--- config.mk ---
export PLATFORM = sky130hd
export DESIGN_NAME = uart_dual_ring_fifo
export DESIGN_NICKNAME = d
export VERILOG_FILES = /design/src/design/udrf_pkg.sv /design/src/design/udrf_cell.sv /design/src/design/udrf_chain.sv /design/src/design/uart_dual_ring_fifo.sv
export SDC_FILE = /design/constraint.sdc
export NUM_CORES = 1
export LEC_CHECK = 0
export ABC_AREA = 0
export BUFFER_PORTS_ARGS = -buffer_cell sky130_fd_sc_hd__buf_2
export CORE_MARGIN = 2
export CORE_UTILIZATION = 66
export DETAILED_ROUTE_END_ITERATION = 16
export MAX_ROUTING_LAYER = met4
export PLACE_DENSITY = 0.91
export SKIP_LAST_GASP = 1
export SLEW_MARGIN = 20
export SYNTH_ARGS = -nofsm -noshare
export SYNTH_HDL_FRONTEND = slang
export SYNTH_SLANG_ARGS = --single-unit
--- constraint.sdc ---
create_clock -name aclk -period 6.25 [get_ports aclk]
set_input_delay 0.9375 -clock aclk [delete_from_list [all_inputs] [get_ports aclk]]
set_output_delay 0.9375 -clock aclk [all_outputs]
set_load 0.02 [all_outputs]
--- src/design/udrf_pkg.sv ---
// Package for the dual ring FIFO block: opcodes, status codes, depth default
// and the control struct between the top level and each cell chain.
// No dependencies.
`default_nettype none

package udrf_pkg;

    localparam int unsigned UDRF_DEPTH = (1 << 6);

    typedef enum logic [2:0] {
        OP_RX_ARRIVE = 3'd0,
        OP_RX_POP    = 3'd1,
        OP_RX_PEEK   = 3'd2,
        OP_TX_PUSH   = 3'd3,
        OP_TX_TAKE   = 3'd4
    } opcode_t;

    typedef enum logic [1:0] {
        ST_OK      = 2'd0,
        ST_EMPTY   = 2'd1,
        ST_FULL    = 2'd2,
        ST_DROPPED = 2'd3
    } status_t;

    typedef struct packed {
        logic push;
        logic pop;
    } fifo_ctrl_t;

endpackage

`default_nettype wire

--- src/design/udrf_cell.sv ---
// One byte cell of a shift-down FIFO chain.
// Loads a new byte, takes its upper neighbour's byte, or holds.
`default_nettype none

module udrf_cell (
    input  wire logic       aclk,
    input  wire logic       load,
    input  wire logic       shift,
    input  wire logic [7:0] load_data,
    input  wire logic [7:0] shift_data,
    output logic [7:0]      data
);

    logic [7:0] data_reg;
    logic [7:0] data_next;

    always_comb begin
        data_next = data_reg;
        if (load) begin
            data_next = load_data;
        end else if (shift) begin
            data_next = shift_data;
        end
    end

    always_ff @(posedge aclk) begin
        data_reg <= data_next;
    end

    assign data = data_reg;

endmodule

`default_nettype wire

--- src/design/udrf_chain.sv ---
// One FIFO built as a row of udrf_cell with a fill counter; the head is cell 0.
// Depends on udrf_pkg and udrf_cell. Push and pop never arrive together.
`default_nettype none

module udrf_chain
    import udrf_pkg::*;
#(
    parameter int unsigned DEPTH   = UDRF_DEPTH,
    parameter int unsigned LEVEL_W = $clog2(DEPTH + 1)
) (
    input  wire logic               aclk,
    input  wire logic               aresetn,
    input  wire fifo_ctrl_t         ctrl,
    input  wire logic [7:0]         wr_data,
    output logic [7:0]              head_data,
    output logic [LEVEL_W-1:0]      fill,
    output logic [LEVEL_W-1:0]      fill_next
);

    logic [LEVEL_W-1:0] fill_reg;
    logic [7:0]         cell_data [DEPTH];

    always_comb begin
        fill_next = fill_reg;
        if (ctrl.push) begin
            fill_next = fill_reg + LEVEL_W'(1);
        end else if (ctrl.pop) begin
            fill_next = fill_reg - LEVEL_W'(1);
        end
    end

    always_ff @(posedge aclk) begin
        if (!aresetn) begin
            fill_reg <= '0;
        end else begin
            fill_reg <= fill_next;
        end
    end

    for (genvar i = 0; i < DEPTH; i++) begin : g_cell
        logic [7:0] upper;
        if (i == DEPTH - 1) begin : g_last
            assign upper = cell_data[i];
        end else begin : g_mid
            assign upper = cell_data[i+1];
        end

        udrf_cell u_cell (
            .aclk       (aclk),
            .load       (ctrl.push && (fill_reg == LEVEL_W'(i))),
            .shift      (ctrl.pop),
            .load_data  (wr_data),
            .shift_data (upper),
            .data       (cell_data[i])
        );
    end

    assign head_data = cell_data[0];
    assign fill      = fill_reg;

endmodule

`default_nettype wire

--- src/design/uart_dual_ring_fifo.sv ---
// Top level of the dual UART FIFO: receive and transmit chains, opcode decode
// and the result register. Depends on udrf_pkg and udrf_chain.
//
// Each transfer on the s_ side is decoded combinationally; its single result is
// held in an output register, so a new item is taken every cycle while m_ready
// is high; the result appears in the cycle after the transfer. Each FIFO is a
// shift-down row of DEPTH byte cells, so a pop moves every cell one place and
// a push writes the cell at the fill count; the decode plus one count update
// per cycle sets the one-item-per-cycle rate. No clearing pass after reset.
`default_nettype none

module uart_dual_ring_fifo
    import udrf_pkg::*;
#(
    parameter int unsigned DEPTH   = UDRF_DEPTH,
    parameter int unsigned LEVEL_W = $clog2(DEPTH + 1)
) (
    input  wire logic               aclk,
    input  wire logic               aresetn,
    input  wire logic               s_valid,
    output logic                    s_ready,
    input  wire logic [2:0]         s_opcode,
    input  wire logic [7:0]         s_data_in,
    output logic                    m_valid,
    input  wire logic               m_ready,
    output logic [7:0]              m_data_out,
    output logic                    m_data_valid,
    output logic [1:0]              m_status,
    output logic [LEVEL_W-1:0]      m_rx_level,
    output logic [LEVEL_W-1:0]      m_tx_level,
    output logic                    m_tx_irq_enable
);

    localparam logic [LEVEL_W-1:0] FULL_LEVEL = LEVEL_W'(DEPTH);

    fifo_ctrl_t         rx_ctrl;
    fifo_ctrl_t         tx_ctrl;
    logic [7:0]         rx_head;
    logic [7:0]         tx_head;
    logic [LEVEL_W-1:0] rx_fill;
    logic [LEVEL_W-1:0] tx_fill;
    logic [LEVEL_W-1:0] rx_fill_next;
    logic [LEVEL_W-1:0] tx_fill_next;

    logic               accept;
    logic [7:0]         dout;
    logic               dvalid;
    status_t            status;

    logic               irq_reg;
    logic               irq_next;
    logic               m_valid_reg;
    logic [7:0]         m_data_out_reg;
    logic               m_data_valid_reg;
    logic [1:0]         m_status_reg;
    logic [LEVEL_W-1:0] m_rx_level_reg;
    logic [LEVEL_W-1:0] m_tx_level_reg;

    assign s_ready = !m_valid_reg || m_ready;
    assign accept  = s_valid && s_ready;

    always_comb begin
        rx_ctrl  = '0;
        tx_ctrl  = '0;
        dout     = '0;
        dvalid   = 1'b0;
        status   = ST_OK;
        irq_next = irq_reg;
        if (accept) begin
            unique case (opcode_t'(s_opcode))
                OP_RX_ARRIVE: begin
                    if (rx_fill == FULL_LEVEL) begin
                        status = ST_DROPPED;
                    end else begin
                        rx_ctrl.push = 1'b1;
                    end
                end
                OP_RX_POP, OP_RX_PEEK: begin
                    if (rx_fill == '0) begin
                        status = ST_EMPTY;
                    end else begin
                        dout        = rx_head;
                        dvalid      = 1'b1;
                        rx_ctrl.pop = (opcode_t'(s_opcode) == OP_RX_POP);
                    end
                end
                OP_TX_PUSH: begin
                    if (tx_fill == FULL_LEVEL) begin
                        status = ST_FULL;
                    end else begin
                        tx_ctrl.push = 1'b1;
                        irq_next     = 1'b1;
                    end
                end
                OP_TX_TAKE: begin
                    if (tx_fill == '0) begin
                        status = ST_EMPTY;
                    end else begin
                        dout        = tx_head;
                        dvalid      = 1'b1;
                        tx_ctrl.pop = 1'b1;
                    end
                    if (tx_fill <= LEVEL_W'(1)) begin
                        irq_next = 1'b0;
                    end
                end
                default: begin
                end
            endcase
        end
    end

    udrf_chain #(
        .DEPTH   (DEPTH),
        .LEVEL_W (LEVEL_W)
    ) u_rx_chain (
        .aclk      (aclk),
        .aresetn   (aresetn),
        .ctrl      (rx_ctrl),
        .wr_data   (s_data_in),
        .head_data (rx_head),
        .fill      (rx_fill),
        .fill_next (rx_fill_next)
    );

    udrf_chain #(
        .DEPTH   (DEPTH),
        .LEVEL_W (LEVEL_W)
    ) u_tx_chain (
        .aclk      (aclk),
        .aresetn   (aresetn),
        .ctrl      (tx_ctrl),
        .wr_data   (s_data_in),
        .head_data (tx_head),
        .fill      (tx_fill),
        .fill_next (tx_fill_next)
    );

    always_ff @(posedge aclk) begin
        if (!aresetn) begin
            irq_reg     <= 1'b0;
            m_valid_reg <= 1'b0;
        end else begin
            irq_reg <= irq_next;
            if (accept) begin
                m_valid_reg <= 1'b1;
            end else if (m_ready) begin
                m_valid_reg <= 1'b0;
            end
        end
    end

    always_ff @(posedge aclk) begin
        if (accept) begin
            m_data_out_reg   <= dout;
            m_data_valid_reg <= dvalid;
            m_status_reg     <= status;
            m_rx_level_reg   <= rx_fill_next;
            m_tx_level_reg   <= tx_fill_next;
        end
    end

    assign m_valid         = m_valid_reg;
    assign m_data_out      = m_data_out_reg;
    assign m_data_valid    = m_data_valid_reg;
    assign m_status        = m_status_reg;
    assign m_rx_level      = m_rx_level_reg;
    assign m_tx_level      = m_tx_level_reg;
    assign m_tx_irq_enable = irq_reg;

endmodule

`default_nettype wire
# Word-level counts from Yosys, hierarchy flattened

Index checks and enable logic that the tools add are counted.

Register bits after elaboration: 1065
Bits of input ports: 15
Output and inout port bits: 28
Logic and storage cells: 821

$add $sub $neg: 4
Order comparisons: 1
Equal/unequal tests: 134
Muxes and demuxes: 281
Reduce and logical (&&, ||, !) cells: 264

Operator list:

| kind                  | number |
|---|---|
| $mux W8               | 254 |
| $eq A7 B6 Y1 const B  | 64 |
| $reduce_bool A2 Y1    | 128 |
| $eq A7 B5 Y1 const B  | 32 |
| $logic_and A1 B1 Y1   | 129 |
| $eq A7 B4 Y1 const B  | 16 |
| $eq A7 B3 Y1 const B  | 8 |
| $eq A7 B2 Y1 const B  | 4 |
| $mux W7               | 4 |
| $pmux W8 S2           | 1 |
| $mux W1               | 15 |
| $add A7 B1 Y7 const B | 2 |
| $eq A7 B1 Y1 const B  | 2 |
| $eq A7 B7 Y1 const B  | 2 |
| $logic_not A7 Y1      | 2 |
| $sub A7 B1 Y7 const B | 2 |
| $mux W2               | 4 |
| $pmux W2 S4           | 1 |
| $le A7 B1 Y1 const B  | 1 |
| $eq A3 B2 Y1 const B  | 2 |
| $ne A2 B2 Y1 const B  | 2 |
| $pmux W1 S2           | 2 |
| $reduce_and A4 Y1     | 1 |
| $eq A3 B1 Y1 const B  | 1 |
| 5 further kinds       | 5 |

# Depth between registers and ports, before layout

Word-level depth: 6
Gate-level depth with buffers: 9

# Cells and area by module

A second synthesis with hierarchy kept.

Cells, all modules: 2683
Area total of the unflattened synthesis: 51326.7 um^2

Modules (own cells, without submodules):

| module                   | instances | cells an instance | area each (um^2) | seq. area each (um^2) |
|---|---|---|---|---|
| udrf_cell                | 128       | 18                | 377.9            | 240.2 |
| uart_dual_ring_fifo      | 1         | 75                | 1142.3           | 790.8 |
| udrf_chain at u_tx_chain | 1         | 154               | 937.1            | 140.1 |
| udrf_chain at u_rx_chain | 1         | 150               | 880.8            | 140.1 |

# Worst setup path before layout

No wires, ideal clock.

Path kind: in2reg
Start: in m_ready
End: reg u_rx_chain.g_cell[39].u_cell.data_reg[0], enable pin
Library setup time: 384 ps
Data arrival time: 3026 ps
Data required time: 5866 ps
Setup slack: 2840 ps
Stages: 8
Path buffers: 4
Cell sequence: nand2b_1 > buf_2 > nand4b_2 > or3_1 > buf_4 > buf_6 > clkbuf_1 > o21ai_0

Word-level cells in the longest chain between the ends: 5

RTL lines:

| item                                  | RTL line                  | text |
|---|---|---|
| from (decl)                           | uart_dual_ring_fifo.sv:25 | `input wire logic m_ready,` |
| $logic_or A1 B1 Y1 *                  | uart_dual_ring_fifo.sv:59 | `assign s_ready = !m_valid_reg \|\| m_ready;` |
| net s_ready                           | uart_dual_ring_fifo.sv:21 | `output logic s_ready,` |
| $logic_and A1 B1 Y1 *                 | uart_dual_ring_fifo.sv:60 | `assign accept = s_valid && s_ready;` |
| $mux W2 *                             | uart_dual_ring_fifo.sv:69 | `if (accept) begin` |
| $logic_and A1 B1 Y1                   | udrf_chain.sv:50          | `.load (ctrl.push && (fill_reg == LEVEL_W'(i))),` |
| $reduce_bool A2 Y1 (no source line) * | -                         |  |
| to (signal assigned)                  | udrf_cell.sv:27           | `data_reg <= data_next;` |
| to (decl)                             | udrf_cell.sv:14           | `logic [7:0] data_reg;` |

Mark *: on every way through the listed nets, which the timed path passes. The rest lies on a longest branch.
A chain may end at the register's enable or synchronous reset.

# Final worst setup path

Start: reg u_tx_chain.fill_reg[0], in the netlist u_tx_chain.fill[0]
End: reg u_tx_chain.g_cell[10].u_cell.data_reg[3], enable pin

Word-level cells in the longest chain between the ends: 6
Elaborated cells between the ends (all ways): 10
Classes of those cells: eq/ne: 2; mux: 5; reduce/logical: 3

RTL lines:

| item                                  | RTL line                  | text |
|---|---|---|
| from (decl)                           | udrf_chain.sv:20          | `logic [LEVEL_W-1:0] fill_reg;` |
| from (signal assigned)                | udrf_chain.sv:36          | `fill_reg <= fill_next;` |
| $eq A7 B7 Y1                          | uart_dual_ring_fifo.sv:88 | `if (tx_fill == FULL_LEVEL) begin` |
| $mux W1                               | uart_dual_ring_fifo.sv:88 |  |
| $mux W1                               | uart_dual_ring_fifo.sv:70 | `unique case (opcode_t'(s_opcode))` |
| $mux W2                               | uart_dual_ring_fifo.sv:69 |  |
| $logic_and A1 B1 Y1                   | udrf_chain.sv:50          |  |
| $reduce_bool A2 Y1 (no source line) * | -                         |  |
| to (signal assigned)                  | udrf_cell.sv:27           |  |
| to (decl)                             | udrf_cell.sv:14           |  |

Every way passes the cells marked *; elsewhere a longest branch is shown, timed or not.

==> results.py <==
metrics = {
    "routing": {
        "ant_nets": 0,
        "dr.pass1.iters": 8,
        "drt_wl_total_microns": 101000,
        "wl_per_cell_microns": 27.0,
        "drc": 0,
        "routed_via_density": 6.64,
        "drt_iter0_drc": 3207,
        "num_vias": 24800,
    },
    "yosys": {
        "ys_ff_latch": 1065,
        "yosysWarnings": 0,
        "ys_async_sr_fraction": 0,
        "yosysSeqAreaShare": 0.677,
        "avgSynthCellArea_sq_um": 17.3,
        "ys.flop_type": "edfxtp_1",
        "yosysUniqueCellTypes": 59,
        "synth_area_sq_um": 47000,
        "syn_nets": 2743,
        "synth_edf_count": 1049,
        "synthCells": 2720,
    },
    "worst_hold_path": {
        "holdPathStages": 1,
        "min_to": "u_tx_chain.g_cell[38].u_cell.data[3]$_DFFE_PP_",
        "hold_start": "u_tx_chain.g_cell[39].u_cell.data[3]$_DFFE_PP_",
        "min-delay-path-class": "reg -> reg",
    },
    "clock_tree": {
        "clk_latency_ns": 0.68,
        "cts_buffers": 101,
        "cts-root-buf": "clkbuf_16",
        "cts_resized": 0,
        "cts_setup_buffers": 0,
        "cts_tree": "yes",
        "cts_hold_buf": 0,
        "ctsHtreeMaxLevel": 3,
        "cts_buffer_depth": 3,
        "cts.clk_slew.worst_paths_ns": 0.06,
        "clkSinkCount": 1065,
    },
    "sta": {
        "slew_violations": 0,
        "finalCriticalPeriod_ns": 3.98,
        "worstMarginPinSlew_ns": 1.19,
        "skew_ns": 0.0366,
        "clock.fmax_mhz": 251,
        "finalWorstSetupSlack_ns": 2.27,
        "fin_tns_setup_ns": 0,
        "hold_violations": 0,
        "slew_headroom": 0.202,
        "rsz0062_at_grt": "no",
        "hold-worst-slack_ns": 0.531,
        "setup_violations": 0,
        "period_share": 0.637,
    },
    "global_routing": {
        "grt_pass1_wl_microns": 154000,
        "antenna_found_initial": 0,
        "grt_max_degree": 85,
        "overflow": 0,
        "grt_util_all_layers": 0.283,
        "grt_pass1_vias": 25500,
    },
    "place": {
        "gp_congestion": 0.879,
        "hpwl_microns": 53900,
        "dp_cells": 3544,
        "pre_cts_ws_ns": 2.00,
        "placed_area_sq_um": 47800,
        "port-buffer-count": 42,
    },
    "floorplanning": {
        "rows": 97,
        "core_sq_um": 70300,
        "dieHeight_microns": 271,
        "die_area_sq_um": 73300,
        "die_w_microns": 271,
        "initial_utilization": 0.669,
        "ios": 43,
    },
    "layout": {
        "drive_above_1_share": 0.458,
        "syn2layout_area_growth_pct": 9.04,
        "stdcell_count": 3734,
        "final_cell_mix": "1,049 x edfxtp_1, 958 x mux2_2, 105 x clkbuf_16",
        "postLayoutCoreUtil": 0.729,
        "fin_nets": 2731,
        "final_common_cell": "edfxtp_1",
        "design_area_sq_um": 51200,
    },
    "pwr": {
        "leakage_nw": 16.6,
        "report.power.total_mw": 14.6,
        "worst_ir_drop_vdd_v": 0.000251,
        "p_per_area_nw_per_um2": 285,
    },
    "critical_path": {
        "critPathTopFamily": "compound AO/OA/AOI/OAI gates",
        "startpoint_type": "flop",
        "rrSetupSlack_ns": 2.27,
        "r2r-start": "u_tx_chain.fill[0]$_SDFF_PN0_",
        "reg2reg_depth": 6,
        "critPathArrivalTime_ns": 4.23,
        "worstPathMaxFanout": 39,
        "cpPeakStageDelay_ns": 0.85,
        "timing.rr.end": "u_tx_chain.g_cell[10].u_cell.data[3]$_DFFE_PP_",
        "worstSetupPathType": "reg -> reg",
        "cp_num_buf_inv": 2,
        "endpoint_kind": "flop",
        "cp_cell_sequence": "inv_1 > ha_1 > or3b_2 > o2111ai_4 > buf_4 > o21ai_0",
        "cpMaxStageDelayCell": "o2111ai_4",
        "required_ns": 6.49,
    },
    "run": {
        "cap_violations": 0,
    },
    "status": {
        "status": "completed",
    },
}
final cells by class:
cell class | instances | area [sq um]
well taps | 940 | 1180
fillers | 3537 | 19000
diodes | 1 | 2.50
flip-flops and latches | 1065 | 31800
multi-input cells | 1464 | 14400
clock buffers | 130 | 2750
inverters | 14 | 52.6
repair buffers | 62 | 393
clock inverters | 58 | 639
metal layers:
layer | routed length (microns) | up-vias | GRT usage | share of wire
met5 | 0 | - | - | 0
met4 | 2670 | 0 | 0.0906 | 0.026
met3 | 9560 | 234 | 0.0580 | 0.095
met2 | 49600 | 1516 | 0.450 | 0.49
met1 | 39100 | 12600 | 0.370 | 0.39
li1 | - | 10500 | - | -
cell families after synthesis:
kind of cell / Yosys count / share of synthesized area
AOI/OAI and AO/OA: 136 / 0.0165
xor gates and xnor gates: 11 / 0.00205
adders and majority gates: 8 / 0.00213
buffers and inverters: 191 / 0.0168
DFF: 1065 / 0.677
muxes: 1013 / 0.243
and+or+nand+nor: 296 / 0.0425
worst max-delay path by stage:
stage / from / end / slack [ns] / depth (start not counted)
floorplan: m_ready / u_rx_chain.g_cell[39].u_cell.data[0]$_DFFE_PP_ / 2.84 / 8
global placement: m_ready / u_rx_chain.g_cell[62].u_cell.data[6]$_DFFE_PP_ / 2.21 / 5
detailed placement: m_ready / u_rx_chain.g_cell[57].u_cell.data[7]$_DFFE_PP_ / 2.00 / 5
CTS: u_tx_chain.fill[0]$_SDFF_PN0_ / u_tx_chain.g_cell[54].u_cell.data[5]$_DFFE_PP_ / 2.37 / 6
global route: u_rx_chain.fill[0]$_SDFF_PN0_ / u_rx_chain.g_cell[54].u_cell.data[5]$_DFFE_PP_ / 2.15 / 7
finish: u_tx_chain.fill[0]$_SDFF_PN0_ / u_tx_chain.g_cell[10].u_cell.data[3]$_DFFE_PP_ / 2.27 / 6
power breakdown:
| part | switching, mW | total [mW] | leakage [nW] | internal, mW |
|---|---|---|---|---|
| logic | 0.336 | 0.440 | 5.36 | 0.104 |
| registers | 0.0368 | 7.89 | 9.59 | 7.86 |
| clock network | 2.67 | 6.28 | 1.64 | 3.61 |
synth_stat cells, drive strengths merged (8+ instances only):
cell,number,area share
mux2,1009,0.24
and3,8,0.0011
a22o,8,0.0015
clkbuf,150,0.012
nand3,19,0.0022
edfxtp,1049,0.67
buf,27,0.0036
xnor2,8,0.0015
and2,13,0.0017
nand2,83,0.0066
inv,14,0.0011
dfxtp,16,0.0068
ha,8,0.0021
o21ai,105,0.011
nor2,119,0.023
nor3,18,0.0019
nand2b,8,0.0011
(Power assumes the default switching activity.)
